**src/rtl/gdfs_pkg.sv**
```systemverilog
`timescale 1ns / 1ps
// Shared constants, request codes and inter-module structs of the DFS order engine.
// No dependencies; every other file imports this package.
package gdfs_pkg;

  localparam int MAX_NODES = 64;
  localparam int MAX_EDGES = 1024;
  localparam int NODE_W    = $clog2(MAX_NODES);
  localparam int NID_W     = 7;
  localparam int LINK_W    = $clog2(MAX_EDGES + 1);
  localparam int EADDR_W   = $clog2(MAX_EDGES);
  localparam int SP_W      = $clog2(MAX_NODES + 1);
  localparam int WGT_W     = 16;

  localparam logic [LINK_W-1:0] NULL_LINK = LINK_W'(MAX_EDGES);
  localparam logic [LINK_W-1:0] FILL_LIMIT = LINK_W'(MAX_EDGES - 2);

  typedef enum logic [1:0] {
    REQ_ADD   = 2'd0,
    REQ_WALK  = 2'd1,
    REQ_CLEAR = 2'd2
  } req_e;

  typedef struct packed {
    logic               head_rd;
    logic               link;
    logic [NODE_W-1:0]  head_addr;
    logic [NODE_W-1:0]  link_tgt;
    logic               edge_rd;
    logic [EADDR_W-1:0] edge_addr;
    logic               clear;
    logic               set_ovf;
  } store_cmd_t;

  typedef struct packed {
    logic [LINK_W-1:0] head_link;
    logic [NODE_W-1:0] edge_tgt;
    logic [LINK_W-1:0] edge_nxt;
    logic [LINK_W-1:0] fill;
    logic              ovf;
  } store_sts_t;

  typedef struct packed {
    logic              wr;
    logic [NODE_W-1:0] wr_addr;
    logic [LINK_W-1:0] wr_data;
    logic              rd;
    logic [NODE_W-1:0] rd_addr;
  } stack_cmd_t;

endpackage

```
**src/rtl/gdfs_stack.sv**
```systemverilog
`timescale 1ns / 1ps
// Walk stack memory holding the saved edge links of the nodes below the stack top.
// Depends on gdfs_pkg.
module gdfs_stack import gdfs_pkg::*; (
  input  logic              clk_i,
  input  stack_cmd_t        cmd_i,
  output logic [LINK_W-1:0] rd_data_o
);

  logic [LINK_W-1:0] stack_mem [MAX_NODES];
  logic [LINK_W-1:0] rd_q;

  always_ff @(posedge clk_i) begin
    if (cmd_i.wr) begin
      stack_mem[cmd_i.wr_addr] <= cmd_i.wr_data;
    end
    if (cmd_i.rd) begin
      rd_q <= stack_mem[cmd_i.rd_addr];
    end
  end

  assign rd_data_o = rd_q;

endmodule

```
**config.mk**
```make
export PLATFORM = sky130hd
export DESIGN_NAME = gdfs_stack
export DESIGN_NICKNAME = d
export VERILOG_FILES = /design/src/rtl/gdfs_pkg.sv /design/src/rtl/gdfs_stack.sv
export SDC_FILE = /design/constraint.sdc
export NUM_CORES = 1
export LEC_CHECK = 0
export BUFFER_PORTS_ARGS = -buffer_cell sky130_fd_sc_hd__buf_2
export CAP_MARGIN = 20
export CORE_MARGIN = 4
export CORE_UTILIZATION = 45
export DETAILED_ROUTE_END_ITERATION = 10
export GPL_TIMING_DRIVEN = 0
export MAX_ROUTING_LAYER = met4
export PLACE_DENSITY_LB_ADDON = 0.15
export SLEW_MARGIN = 10
export SYNTH_ARGS = -nofsm -noshare
export SYNTH_HDL_FRONTEND = slang
export SYNTH_SLANG_ARGS = --single-unit
```
**constraint.sdc**
```tcl
create_clock -name clk_i -period 2.38 [get_ports clk_i]
set_input_delay 0.238 -clock clk_i [delete_from_list [all_inputs] [get_ports clk_i]]
set_output_delay 0.238 -clock clk_i [all_outputs]
set_load 0.01 [all_outputs]
```
==> results of run 1 <==
## cell usage in the layout, fill, tap and decap left out, types with 3 or more instances in the layout
cell type / synthesis / layout
sky130_fd_sc_hd__nor2b_1: 18 / 18
sky130_fd_sc_hd__clkinv_1: 1 / 19
sky130_fd_sc_hd__nor2_2: 0 / 4
sky130_fd_sc_hd__mux2i_1: 72 / 72
sky130_fd_sc_hd__nand3b_1: 3 / 3
sky130_fd_sc_hd__edfxtp_1: 715 / 715
sky130_fd_sc_hd__a211oi_1: 11 / 9
sky130_fd_sc_hd__clkinv_2: 0 / 16
sky130_fd_sc_hd__clkbuf_2: 0 / 4
sky130_fd_sc_hd__nand3_1: 15 / 15
sky130_fd_sc_hd__diode_2: 0 / 4
sky130_fd_sc_hd__nor4_1: 10 / 9
sky130_fd_sc_hd__nor2_1: 65 / 61
sky130_fd_sc_hd__buf_2: 22 / 48
sky130_fd_sc_hd__and2_1: 3 / 3
sky130_fd_sc_hd__clkbuf_16: 0 / 78
sky130_fd_sc_hd__a31o_1: 10 / 10
sky130_fd_sc_hd__buf_6: 5 / 15
sky130_fd_sc_hd__mux4_2: 158 / 158
sky130_fd_sc_hd__bufinv_16: 0 / 5
sky130_fd_sc_hd__buf_12: 0 / 10
sky130_fd_sc_hd__o22ai_1: 11 / 11
sky130_fd_sc_hd__a32o_1: 10 / 10
sky130_fd_sc_hd__buf_4: 8 / 44
sky130_fd_sc_hd__o21ai_0: 11 / 11
sky130_fd_sc_hd__a221oi_1: 20 / 20
sky130_fd_sc_hd__nand2b_1: 3 / 3
sky130_fd_sc_hd__clkbuf_1: 27 / 38
sky130_fd_sc_hd__buf_1: 11 / 9
sky130_fd_sc_hd__a22oi_1: 11 / 11
sky130_fd_sc_hd__a21oi_1: 11 / 11
sky130_fd_sc_hd__nand2_1: 38 / 38
## stage by stage
stage / area, um^2 / instances / hold WS (ns) / total power, mW
2_1_floorplan: 27600 / 1279 / 0.3369 / 14.98
3_3_place_gp: 28710 / 2088 / 0.6614 / 15.59
3_5_place_dp: 29120 / 2119 / 0.6594 / 15.65
4_1_cts: 31470 / 2252 / 0.06721 / 26.81
5_1_grt: 31720 / 2282 / 0.08364 / 27.45
6_report: 31720 / 2283 / 0.08315 / 26.58
## synth_stat cells (all sizes together)
| cell | count |
|---|---|
| a211oi | 11 |
| a21oi | 11 |
| a221oi | 20 |
| a22oi | 11 |
| a31o | 10 |
| a32o | 10 |
| and2 | 3 |
| buf | 46 |
| clkbuf | 27 |
| clkinv | 1 |
| edfxtp | 715 |
| mux2i | 72 |
| mux4 | 158 |
| nand2 | 38 |
| nand2b | 3 |
| nand3 | 15 |
| nand3b | 3 |
| nand4 | 2 |
| nand4b | 1 |
| nor2 | 65 |
| nor2b | 18 |
| nor3 | 2 |
| nor4 | 10 |
| o21ai | 11 |
| o221ai | 1 |
| o22ai | 11 |
| or2 | 1 |
| or3 | 1 |
| or3b | 2 |
## timing repair
item	in CTS	in global routing
setup buffers	0	0
gates resized for setup	6	6
cloned	0	0
hold endpoints to repair	0	0
endpoints found under the setup margin	10	6
## state kept, by name, summed over array words and instances, names as in the netlist
| name | flops |
|---|---|
| stack_mem | 704 |
| rd_data_o | 11 |
## routing by layer
metal / vias to the layer above / track usage / wire length (um)
li1: 5710 / - / -
met1: 7199 / 0.2986 / 28890
met2: 503 / 0.3205 / 31750
met3: 82 / 0.03799 / 4767
met4: 0 / 0.05455 / 1281
met5: - / - / 0
## area by class of cell
cell class | count | area, um^2 | area share
sequential | 715 | 21470 | 0.6768
multi-input combinational | 490 | 5789 | 0.1825
clock buffer | 92 | 2004 | 0.06318
tap | 782 | 978.4 | 0.03084
timing repair buffer | 85 | 760.7 | 0.02398
buffer | 73 | 384.1 | 0.01211
clock inverter | 41 | 321.6 | 0.01014
antenna | 4 | 10.01 | 0.0003155
inverter | 1 | 5.005 | 0.0001578
## how the worst max path moves through the flow
stage,start,endpoint,slack [ns],depth (start not counted)
floorplan,cmd_i[0],rd_data_o[0]$_DFFE_PP_,0.22,8
finish,cmd_i[1],rd_data_o[4]$_DFFE_PP_,0.04,7
CTS,cmd_i[1],rd_data_o[0]$_DFFE_PP_,0.02,7
global route,cmd_i[1],rd_data_o[5]$_DFFE_PP_,-0.02,7
detailed placement,cmd_i[4],rd_data_o[3]$_DFFE_PP_,-1.05,7
global placement,cmd_i[4],rd_data_o[3]$_DFFE_PP_,-1.04,7
## kinds of logic after synthesis
logic type      Yosys count  share of synthesized area
flops                   715                     0.7780
mux                     230                     0.1551
simple gates            164                    0.02748
compound gates           96                    0.02593
buf+inv                  74                    0.01351
## worst max-delay path, stage by stage
cell,delay (ns)
sky130_fd_sc_hd__buf_2,0.28
sky130_fd_sc_hd__buf_2,0.38
sky130_fd_sc_hd__buf_2,0.36
sky130_fd_sc_hd__mux4_2,0.36
sky130_fd_sc_hd__a211oi_1,0.66
sky130_fd_sc_hd__nor4_1,0.18
sky130_fd_sc_hd__a31o_1,0.23
## power by group
part	internal [mW]	switching (mW)
registers	14.0	0.0266
clock network	6.50	4.69
logic	0.501	0.894
==> impl_metrics.sql, run 1 <==
INSERT INTO impl_metrics (metric_group, metric, value, unit) VALUES
('run_status', 'outcome', 'finished, final reports clean', ''),
('detailed_routing', 'drtAntennaViolNets', '0', ''),
('cells_and_area', 'layout.core_utilization', '0.5236', ''),
('logic_synthesis', 'top_post_synthesis_cells_by_area', 'sky130_fd_sc_hd__edfxtp_1 (78%), sky130_fd_sc_hd__mux4_2 (13%), sky130_fd_sc_hd__mux2i_1 (2.6%)', ''),
('cts', 'tritoncts', 'yes', ''),
('setup_path', 'required', '2.74', 'ns'),
('logic_synthesis', 'number_of_standard_cells_after_synthesis', '1279', ''),
('cts', 'cts_num_sinks', '715', ''),
('detailed_routing', 'detail_route.wl_per_cell', '29.21', 'um'),
('worst_hold_path', 'min_to', 'stack_mem[52][9]$_DFFE_PP_', ''),
('cts', 'cts_htree_levels', '3', ''),
('logic_synthesis', 'synth.cell_area', '27600', 'um^2'),
('floorplan', 'initial_utilization', '0.4555', ''),
('setup_path', 'timing.setup.critical_path_class', 'input pin to register', ''),
('worst_hold_path', 'holdCritPathClass', 'input pin to register', ''),
('detailed_routing', 'drt_drc_violations_left', '0', ''),
('setup_path', 'timing.reg2reg.worst_path_depth', '5', ''),
('cells_and_area', 'synthToLayoutAreaGrowth', '14.96', '%'),
('logic_synthesis', 'yosys_register_bits', '715', ''),
('global_route', 'first_global_vias', '13650', ''),
('cells_and_area', 'post_route_cells_drive_above_1_share', '0.2645', ''),
('detailed_routing', 'drt_pre_antenna_iters', '5', ''),
('cts', 'clock-root-buffer', 'sky130_fd_sc_hd__clkbuf_16', ''),
('floorplan', 'die-height', '255.6', 'um'),
('job', 'drv.max_cap_violation_count', '0', ''),
('logic_synthesis', 'synth_cell_type_count', '32', ''),
('worst_hold_path', 'min_path_cells', '1', ''),
('place', 'gpl.final_weighted_congestion', '0.8535', ''),
('logic_synthesis', 'ys_warn_count', '0', ''),
('detailed_routing', 'routed-via-count', '13490', ''),
('timing', 'timing_worst_slew_pin_value', '1.097', 'ns'),
('cts', 'insertion_delay', '0.60', 'ns'),
('cells_and_area', 'num-fill-cells', '4731', ''),
('timing', 'max_clock_freq', '426.5', 'MHz'),
('logic_synthesis', 'ys_seq_area_frac', '0.7780', ''),
('setup_path', 'reg2reg_slack', '0.05', 'ns'),
('cts', 'tritoncts.num_buffers', '74', ''),
('global_route', 'gr-usage-all-layers', '0.2103', ''),
('floorplan', 'dieArea', '65350', 'um^2'),
('logic_synthesis', 'synth_nets', '1305', ''),
('timing', 'min_period_over_period', '0.9851', ''),
('cts', 'cts.reportedPaths.clkPinSlew', '0.06', 'ns'),
('detailed_routing', 'routed_wire_length', '66.69', 'mm'),
('place', 'placement.setup.worst_slack', '-1.053', 'ns'),
('setup_path', 'critPathMaxFanout', '10', ''),
('floorplan', 'die_x', '255.6', 'um'),
('cts', 'clk_path_buf_depth', '3', ''),
('timing', 'maxSlewHeadroom', '0.2657', ''),
('power_and_ir_drop', 'cellPowerDensity', '837.8', 'nW/um^2'),
('timing', 'hold_violations', '0', ''),
('logic_synthesis', 'synth_area_per_cell', '21.58', 'um^2'),
('setup_path', 'r2r-start', 'stack_mem[3][1]$_DFFE_PP_', ''),
('floorplan', 'io_pins', '37', ''),
('global_route', 'wire_length_of_the_first_global_routing_pass', '96.78', 'mm'),
('cts', 'cts_hold_buffers', '0', ''),
('logic_synthesis', 'netlist.area_leader.share', '0.7780', ''),
('global_route', 'pin_count_of_the_biggest_net_entering_global_routing', '65', ''),
('power_and_ir_drop', 'p_leak', '10.11', 'nW'),
('worst_hold_path', 'hold_path_startpoint', 'cmd_i[16]', ''),
('logic_synthesis', 'netlist.top_cell.by_area', 'sky130_fd_sc_hd__edfxtp_1', ''),
('timing', 'finalWorstPathRequiredPeriod', '2.344', 'ns'),
('timing', 'post-route-worst-setup-slack', '0.03553', 'ns'),
('setup_path', 'kind_of_end_point_of_the_critical_path', 'register', ''),
('setup_path', 'timing.rr.end', 'rd_data_o[1]$_DFFE_PP_', ''),
('timing', 'final.setup.tns', '0', 'ns'),
('power_and_ir_drop', 'max-vdd-ir-drop', '601.2', 'uV'),
('global_route', 'grt_antenna_before_repair', '3', ''),
('global_route', 'grt-ovfl-total', '0', ''),
('setup_path', 'setup.worst_path.start_class', 'input pin', ''),
('floorplan', 'placement_rows', '90', ''),
('cells_and_area', 'number_of_nets_in_the_final_layout', '1466', ''),
('detailed_routing', 'drt_iter0_markers', '1420', ''),
('timing', 'rsz_0062_raised_after_global_routing', 'yes', ''),
('place', 'port_buffers', '27', ''),
('detailed_routing', 'post_drt_via_cell_ratio', '5.911', ''),
('setup_path', 'worstPathArrival', '2.70', 'ns'),
('floorplan', 'coreArea', '60580', 'um^2'),
('place', 'dpl.hpwl', '44.23', 'mm'),
('timing', 'timing.final.max_slew_violations', '0', ''),
('timing', 'finalSetupViolCount', '0', ''),
('timing', 'final.setup_skew', '0.02735', 'ns');
Note: power is estimated with default switching activity, not from simulation.
==> run 2: changes to the inputs <==
CORE_MARGIN = 10   (was 4)
PLACE_DENSITY = 0.6   (was not set)
PLACE_DENSITY_LB_ADDON = not set   (was 0.15)
==> run 2 against run 1 <==
  * The flow now finishes with violations (negative setup slack)
  * Utilization about the same
  * Critical path type unchanged
  * Register-to-register slack improved by 0.19 ns
  * Sequential share of layout area hardly changed
  * Critical endpoint is now rd_data_o[9]$_DFFE_PP_
  * Via count fell by 0.79%
  * Sequential cell count unchanged
  * Worst hold slack worse by 0.068 ns
==> impl_metrics.sql, run 2 (synthesis gave the netlist of run 1 again) <==
INSERT INTO impl_metrics (metric_group, metric, value, unit) VALUES
('timing', 'post-route-worst-setup-slack', '-0.03879', 'ns'),
('detailed_routing', 'drt_drc_violations_left', '0', ''),
('timing', 'finalSetupViolCount', '2', ''),
('cells_and_area', 'number_of_nets_in_the_final_layout', '1468', ''),
('detailed_routing', 'wl_met1', '28.73', 'mm'),
('power_and_ir_drop', 'max-vdd-ir-drop', '455.9', 'uV'),
('global_route', 'wire_length_of_the_first_global_routing_pass', '94.63', 'mm'),
('cells_and_area', 'post_route_cells_drive_above_1_share', '0.2701', ''),
('global_route', 'grt-ovfl-total', '0', ''),
('detailed_routing', 'drt_iter0_markers', '1510', ''),
('cts', 'clk_path_buf_depth', '3', ''),
('timing', 'max_clock_freq', '413.4', 'MHz'),
('power_and_ir_drop', 'seqPwrFrac', '0.532', ''),
('cells_and_area', 'layout.cell_area.non_filler', '31710', 'um^2'),
('timing', 'min_period_over_period', '1.016', ''),
('setup_path', 'kind_of_end_point_of_the_critical_path', 'register', ''),
('place', 'dpl.hpwl', '42.72', 'mm'),
('cts', 'cts_htree_levels', '3', ''),
('cts', 'tritoncts.num_buffers', '74', ''),
('timing', 'rsz_0062_raised_after_global_routing', 'yes', ''),
('setup_path', 'worstPathBufferInverterCount', '4', ''),
('setup_path', 'timing.setup.critical_path_class', 'input pin to register', ''),
('detailed_routing', 'maxUsedRoutingLayer', 'met4', ''),
('detailed_routing', 'detail_route.wl_per_cell', '28.61', 'um'),
('floorplan', 'placement_rows', '90', ''),
('power_and_ir_drop', 'power.internal', '20.74', 'mW'),
('place', 'port_buffers', '27', ''),
('power_and_ir_drop', 'sw_frac_of_total', '0.2119', ''),
('timing', 'finalWorstPathRequiredPeriod', '2.419', 'ns'),
('cells_and_area', 'layout_commonest_cell', 'sky130_fd_sc_hd__edfxtp_1', ''),
('worst_hold_path', 'holdCritPathClass', 'input pin to register', ''),
('power_and_ir_drop', 'share_of_power_burned_in_the_clock_network', '0.416', ''),
('floorplan', 'die_x', '267.6', 'um'),
('cts', 'cts_num_sinks', '715', ''),
('timing', 'hold_violations', '0', ''),
('job', 'drv.max_cap_violation_count', '0', ''),
('cells_and_area', 'synthToLayoutAreaGrowth', '14.92', '%'),
('timing', 'final.setup_skew', '0.02840', 'ns'),
('cts', 'cts.reportedPaths.clkPinSlew', '0.06', 'ns'),
('setup_path', 'path_cells', 'buf_2 -> buf_2 -> clkdlybuf4s15_2 -> clkbuf_1 -> a211oi_1 -> nor4_1 -> a31o_1', ''),
('cells_and_area', 'largest_register_ffs', '704', ''),
('detailed_routing', 'routed-wl-met2', '29.95', 'mm'),
('power_and_ir_drop', 'p_switching', '5.578', 'mW'),
('cells_and_area', 'layout_common_cells', 'sky130_fd_sc_hd__edfxtp_1 (715), sky130_fd_sc_hd__mux4_2 (158), sky130_fd_sc_hd__clkbuf_16 (76)', ''),
('setup_path', 'max_stage_delay', '0.58', 'ns'),
('timing', 'maxSlewHeadroom', '0.2703', ''),
('global_route', 'grt_antenna_before_repair', '1', ''),
('detailed_routing', 'routed_wire_length', '65.21', 'mm'),
('timing', 'fin_worst_hold_slack', '0.01468', 'ns'),
('floorplan', 'io_pins', '37', ''),
('power_and_ir_drop', 'p_leak', '10.09', 'nW'),
('cells_and_area', 'largest-register', 'stack_mem', ''),
('cts', 'tritoncts', 'yes', ''),
('run_status', 'violations_in_the_final_reports', 'negative setup slack', ''),
('global_route', 'pin_count_of_the_biggest_net_entering_global_routing', '65', ''),
('setup_path', 'cp_slowest_cell', 'sky130_fd_sc_hd__nor4_1', ''),
('detailed_routing', 'routed-wl-met3', '4.626', 'mm'),
('setup_path', 'setup.worst_path.start_class', 'input pin', ''),
('detailed_routing', 'routed-via-count', '13390', ''),
('floorplan', 'coreArea', '60580', 'um^2'),
('detailed_routing', 'post_drt_via_cell_ratio', '5.875', ''),
('power_and_ir_drop', 'cellPowerDensity', '829.9', 'nW/um^2'),
('setup_path', 'required', '2.81', 'ns'),
('cts', 'cts_hold_buffers', '0', ''),
('place', 'placed_area', '29110', 'um^2'),
('setup_path', 'worstPathArrival', '2.85', 'ns'),
('cts', 'insertion_delay', '0.61', 'ns'),
('setup_path', 'critPathMaxFanout', '10', ''),
('run_status', 'outcome', 'finished, violations left', ''),
('floorplan', 'initial_utilization', '0.4555', ''),
('detailed_routing', 'drtAntennaViolNets', '0', ''),
('place', 'placement.setup.worst_slack', '-1.318', 'ns'),
('floorplan', 'dieArea', '71630', 'um^2'),
('power_and_ir_drop', 'power.share.combinational', '0.053', ''),
('timing', 'timing.final.max_slew_violations', '0', ''),
('detailed_routing', 'drt_pre_antenna_iters', '5', ''),
('floorplan', 'die-height', '267.6', 'um'),
('cells_and_area', 'layout.core_utilization', '0.5235', ''),
('timing', 'timing_worst_slew_pin_value', '1.091', 'ns'),
('cts', 'clock-root-buffer', 'sky130_fd_sc_hd__clkbuf_16', ''),
('setup_path', 'worst_path_top_cell_family_by_delay', 'buffers and inverters', ''),
('setup_path', 'library_cell_appearing_most_often_on_the_critical_path', 'sky130_fd_sc_hd__buf_2', ''),
('global_route', 'gr-usage-all-layers', '0.1893', ''),
('global_route', 'first_global_vias', '13580', ''),
('place', 'gpl.final_weighted_congestion', '0.8330', ''),
('power_and_ir_drop', 'design_power_total', '26.32', 'mW');
run 2: cell count changes in the layout (fill, tap and decap cells not counted), sizes merged:
cell,change
clkinv,-3
inv,+1
diode,-3
clkbuf,-3
clkinvlp,+1
bufinv,-1
buf,+4
run 2: power by group through the flow:
stage | Clock [mW] | Sequential (mW) | Combinational, mW
6_report | 10.9 | 14.0 | 1.38
3_5_place_dp | 0 | 14.3 | 1.36
2_1_floorplan | 0 | 14.3 | 0.716
3_3_place_gp | 0 | 14.3 | 1.30
4_1_cts | 11.1 | 14.0 | 1.38
5_1_grt | 11.6 | 14.0 | 1.47
run 2: path summary, 6_finish.rpt:
kind	start	endpoint	slack [ns]	cells past startpoint
max	cmd_i[2]	rd_data_o[9]$_DFFE_PP_	-0.04	7
min	cmd_i[9]	stack_mem[16][2]$_DFFE_PP_	0.01	1
max reg2reg	stack_mem[3][4]$_DFFE_PP_	rd_data_o[4]$_DFFE_PP_	0.24	5
min reg2reg	stack_mem[32][10]$_DFFE_PP_	rd_data_o[10]$_DFFE_PP_	0.94	4
run 2: metal layers:
metal,vias up,track usage
li1,5705,-
met1,7052,0.2663
met2,517,0.2781
met3,114,0.03632
met4,0,0.05786
met5,-,-
run 2: layout make-up:
type | instances | area, um^2
Sequential cell | 715 | 21470
Antenna cell | 1 | 2.502
Fill cell | 4738 | 28870
Timing Repair Buffer | 87 | 760.7
Clock buffer | 91 | 1958
Inverter | 1 | 5.005
Clock inverter | 39 | 299.0
Buffer | 73 | 380.4
Tap cell | 782 | 978.4
Multi-Input combinational cell | 490 | 5859
run 2: through the flow:
step | instances | TNS, ns
after floorplan | 1279 | 0
after global placement | 2088 | -149.54
after detailed placement | 2121 | -100.88
after CTS | 2251 | 0
after global routing | 2279 | -0.007713
final | 2279 | -0.04498
run 2: what timing repair did:
action                                  in CTS  in global routing
endpoints found under the hold margin        0                  0
endpoints found under the setup margin      11                  2
setup buffers                                0                  0
resized for setup                           16                  5
==> run 3: changes to the inputs <==
ABC_AREA = 1   (was not set)
CORE_MARGIN = 2   (was 10)
CTS_BUF_LIST = sky130_fd_sc_hd__clkbuf_16   (was not set)
==> run 3 against run 2 <==
  * Clock power rose by 5%
  * Area after synthesis is 4.9% higher
  * The flow still finishes with violations (negative setup slack)
  * Non-clock buffer count is 61 higher
  * Largest power group unchanged
  * First-iteration DRC count grew 44%
  * Sequential share of layout area down 2.8 points
  * Highest routed layer unchanged
  * Combinational power is 34% higher
  * Sequential cell count stayed put
  * Clock skew decreased by 0.012 ns
  * Register-to-register slack better by 0.47 ns
  * Critical endpoint is now stack_mem[4][4]$_DFFE_PP_
==> impl_metrics.sql, run 3 <==
INSERT INTO impl_metrics (metric_group, metric, value, unit) VALUES
('run_status', 'outcome', 'finished, violations left', ''),
('run_status', 'violations_in_the_final_reports', 'negative setup slack', ''),
('floorplan', 'io_pins', '37', ''),
('power_and_ir_drop', 'cellPowerDensity', '823.0', 'nW/um^2'),
('timing', 'finalWorstPathRequiredPeriod', '2.421', 'ns'),
('setup_path', 'timing.setup.critical_path_class', 'input pin to register', ''),
('detailed_routing', 'drtAntennaViolNets', '0', ''),
('timing', 'timing_worst_slew_pin_value', '1.145', 'ns'),
('cells_and_area', 'synthToLayoutAreaGrowth', '14.34', '%'),
('floorplan', 'dieArea', '66340', 'um^2'),
('floorplan', 'coreArea', '63310', 'um^2'),
('logic_synthesis', 'synth.cell_area', '28940', 'um^2'),
('timing', 'rsz_0062_raised_after_global_routing', 'yes', ''),
('setup_path', 'kind_of_end_point_of_the_critical_path', 'register', ''),
('place', 'dp_cells', '3346', ''),
('floorplan', 'die_x', '257.6', 'um'),
('detailed_routing', 'drt_iter0_markers', '2173', ''),
('place', 'gpl.final_weighted_congestion', '0.9282', ''),
('global_route', 'wire_length_of_the_first_global_routing_pass', '123.9', 'mm'),
('logic_synthesis', 'yosys_register_bits', '715', ''),
('logic_synthesis', 'postSynth.asyncResetShare', '0', ''),
('logic_synthesis', 'ys_seq_area_frac', '0.7420', ''),
('cts', 'cts_htree_levels', '3', ''),
('logic_synthesis', 'synthMostInstantiatedCell', 'sky130_fd_sc_hd__nand2_1', ''),
('timing', 'maxSlewHeadroom', '0.2339', ''),
('power_and_ir_drop', 'design_power_total', '27.23', 'mW'),
('floorplan', 'die-height', '257.6', 'um'),
('logic_synthesis', 'synth_area_per_cell', '11.83', 'um^2'),
('timing', 'final.setup_skew', '0.01603', 'ns'),
('cells_and_area', 'layout_commonest_cell', 'sky130_fd_sc_hd__nand2_1', ''),
('cts', 'clk_path_buf_depth', '3', ''),
('setup_path', 'worstPathArrival', '2.66', 'ns'),
('cells_and_area', 'post_route_cells_drive_above_1_share', '0.1164', ''),
('detailed_routing', 'routed-via-count', '19640', ''),
('setup_path', 'reg2reg_slack', '0.71', 'ns'),
('global_route', 'pin_count_of_the_biggest_net_entering_global_routing', '65', ''),
('global_route', 'gr-usage-all-layers', '0.2673', ''),
('timing', 'final.setup.tns', '-0.5212', 'ns'),
('cells_and_area', 'number_of_nets_in_the_final_layout', '2616', ''),
('cts', 'clock-root-buffer', 'sky130_fd_sc_hd__clkbuf_16', ''),
('timing', 'min_period_over_period', '1.017', ''),
('power_and_ir_drop', 'seqPwrFrac', '0.514', ''),
('logic_synthesis', 'synth_nets', '2472', ''),
('global_route', 'first_global_vias', '18460', ''),
('cells_and_area', 'stdcell_count', '3493', ''),
('detailed_routing', 'detail_route.wl_per_cell', '24.70', 'um'),
('power_and_ir_drop', 'sw_frac_of_total', '0.2275', ''),
('power_and_ir_drop', 'share_of_power_burned_in_the_clock_network', '0.418', ''),
('detailed_routing', 'post_drt_via_cell_ratio', '5.622', ''),
('logic_synthesis', 'netlist.area_leader.share', '0.7420', ''),
('power_and_ir_drop', 'p_switching', '6.193', 'mW'),
('timing', 'max_clock_freq', '413.1', 'MHz'),
('cts', 'tritoncts', 'yes', ''),
('floorplan', 'placement_rows', '92', ''),
('power_and_ir_drop', 'power.internal', '21.03', 'mW'),
('cells_and_area', 'layout_common_cells', 'sky130_fd_sc_hd__nand2_1 (891), sky130_fd_sc_hd__edfxtp_1 (715), sky130_fd_sc_hd__nand3_1 (601)', ''),
('place', 'port_buffers', '29', ''),
('floorplan', 'initial_utilization', '0.4570', ''),
('timing', 'hold_violations', '0', ''),
('logic_synthesis', 'number_of_standard_cells_after_synthesis', '2446', ''),
('setup_path', 'required', '2.62', 'ns'),
('logic_synthesis', 'ys_warn_count', '0', ''),
('timing', 'timing.final.max_slew_violations', '0', ''),
('timing', 'finalSetupViolCount', '36', ''),
('global_route', 'grt-ovfl-total', '0', ''),
('power_and_ir_drop', 'power.share.combinational', '0.068', ''),
('cells_and_area', 'largest-register', 'stack_mem', ''),
('logic_synthesis', 'top_post_synthesis_cells_by_area', 'sky130_fd_sc_hd__edfxtp_1 (74%), sky130_fd_sc_hd__nand2_1 (12%), sky130_fd_sc_hd__nand3_1 (10%)', ''),
('cts', 'cts.reportedPaths.clkPinSlew', '0.06', 'ns'),
('power_and_ir_drop', 'p_leak', '12.04', 'nW'),
('cts', 'insertion_delay', '0.62', 'ns'),
('logic_synthesis', 'post_synth_most_frequent_cells', 'sky130_fd_sc_hd__nand2_1 (891), sky130_fd_sc_hd__edfxtp_1 (715), sky130_fd_sc_hd__nand3_1 (601)', ''),
('worst_hold_path', 'holdCritPathClass', 'input pin to register', ''),
('logic_synthesis', 'synth_edf_count', '715', ''),
('power_and_ir_drop', 'max-vdd-ir-drop', '435.1', 'uV'),
('setup_path', 'setup.worst_path.start_class', 'input pin', ''),
('setup_path', 'critPathMaxFanout', '11', ''),
('detailed_routing', 'drt_pre_antenna_iters', '6', ''),
('place', 'dpl.hpwl', '58.28', 'mm'),
('cts', 'cts_num_sinks', '715', ''),
('job', 'drv.max_cap_violation_count', '0', ''),
('global_route', 'grt_antenna_before_repair', '2', ''),
('logic_synthesis', 'dominantRegCellSynth', 'sky130_fd_sc_hd__edfxtp_1', ''),
('cts', 'tritoncts.num_buffers', '75', ''),
('detailed_routing', 'drt_drc_violations_left', '0', ''),
('timing', 'post-route-worst-setup-slack', '-0.04099', 'ns'),
('logic_synthesis', 'synth_cell_type_count', '14', ''),
('cells_and_area', 'largest_register_ffs', '704', ''),
('logic_synthesis', 'netlist.top_cell.by_area', 'sky130_fd_sc_hd__edfxtp_1', ''),
('detailed_routing', 'routed_wire_length', '86.27', 'mm');
## run 3: final timing paths
path | start | end | cells past startpoint
setup / recovery | cmd_i[19] | stack_mem[4][4]$_DFFE_PP_ | 4
setup reg to reg | stack_mem[49][7]$_DFFE_PP_ | rd_data_o[7]$_DFFE_PP_ | 8
hold reg to reg | stack_mem[62][3]$_DFFE_PP_ | rd_data_o[3]$_DFFE_PP_ | 8
hold / removal | cmd_i[6] | rd_data_o[5]$_DFFE_PP_ | 1
## run 3: cells by family (layout without fill, tap and decap cells)
family / Yosys count / after routing / share of synthesized area
AND/OR/NAND/NOR: 1565 / 1565 / 0.2305
other: 0 / 1 / 0
flip-flops: 715 / 715 / 0.7420
buffers and inverters: 166 / 366 / 0.02750
## run 3: layout make-up
cell class                 instances  area (um^2)
antenna                            1        2.502
fill                            5509        30230
buffer                           154        750.7
tap                              846         1059
clock buffer                      79         1977
sequential                       715        21470
multi-input combinational       1565         6771
timing repair buffer              67        610.6
inverter                          12        45.04
clock inverter                    54        397.9
## run 3: what timing repair did
action                                  4_1_cts  5_1_grt
endpoints found under the hold margin         0        0
endpoints found under the setup margin      106      139
resized for setup                             9        7
hold buffers                                  0        0
setup buffers                                 0        2
pin swaps                                     0        0
## run 3: critical path, cell delays in order
cell and delay, ns:
sky130_fd_sc_hd__clkbuf_1 0.21, sky130_fd_sc_hd__inv_1 0.31, sky130_fd_sc_hd__nand4_1 0.91, sky130_fd_sc_hd__nor2_2 0.98
## run 3: layer usage
metal  GRT usage  wire [um]  up-vias
met2      0.4184      40920      878
met5           -          0        -
li1            -          -     8923
met1      0.3586      35500     9673
met4     0.09586       3000        0
met3     0.03946       6847      165
## run 3: through the flow
stage / hold WS [ns] / util / instance area (um^2) / setup slack (ns)
after floorplan: 0.3369 / - / 28940 / 0.08041
after global placement: 0.6481 / 0.4760 / 30140 / -1.050
after detailed placement: 0.6493 / 0.4825 / 30550 / -0.7680
after CTS: 0.03205 / 0.5204 / 32950 / -0.08423
after global routing: 0.04943 / 0.5226 / 33080 / -0.06781
final: 0.05128 / 0.5226 / 33080 / -0.04099
## run 3: power groups by stage
stage | Sequential, mW | Clock [mW] | Combinational [mW]
after detailed placement | 14.3 | 0 | 1.82
final | 14.0 | 11.4 | 1.85
after floorplan | 14.3 | 0 | 0.893
after CTS | 14.0 | 11.5 | 1.82
after global placement | 14.3 | 0 | 1.74
after global routing | 14.0 | 12.0 | 1.98
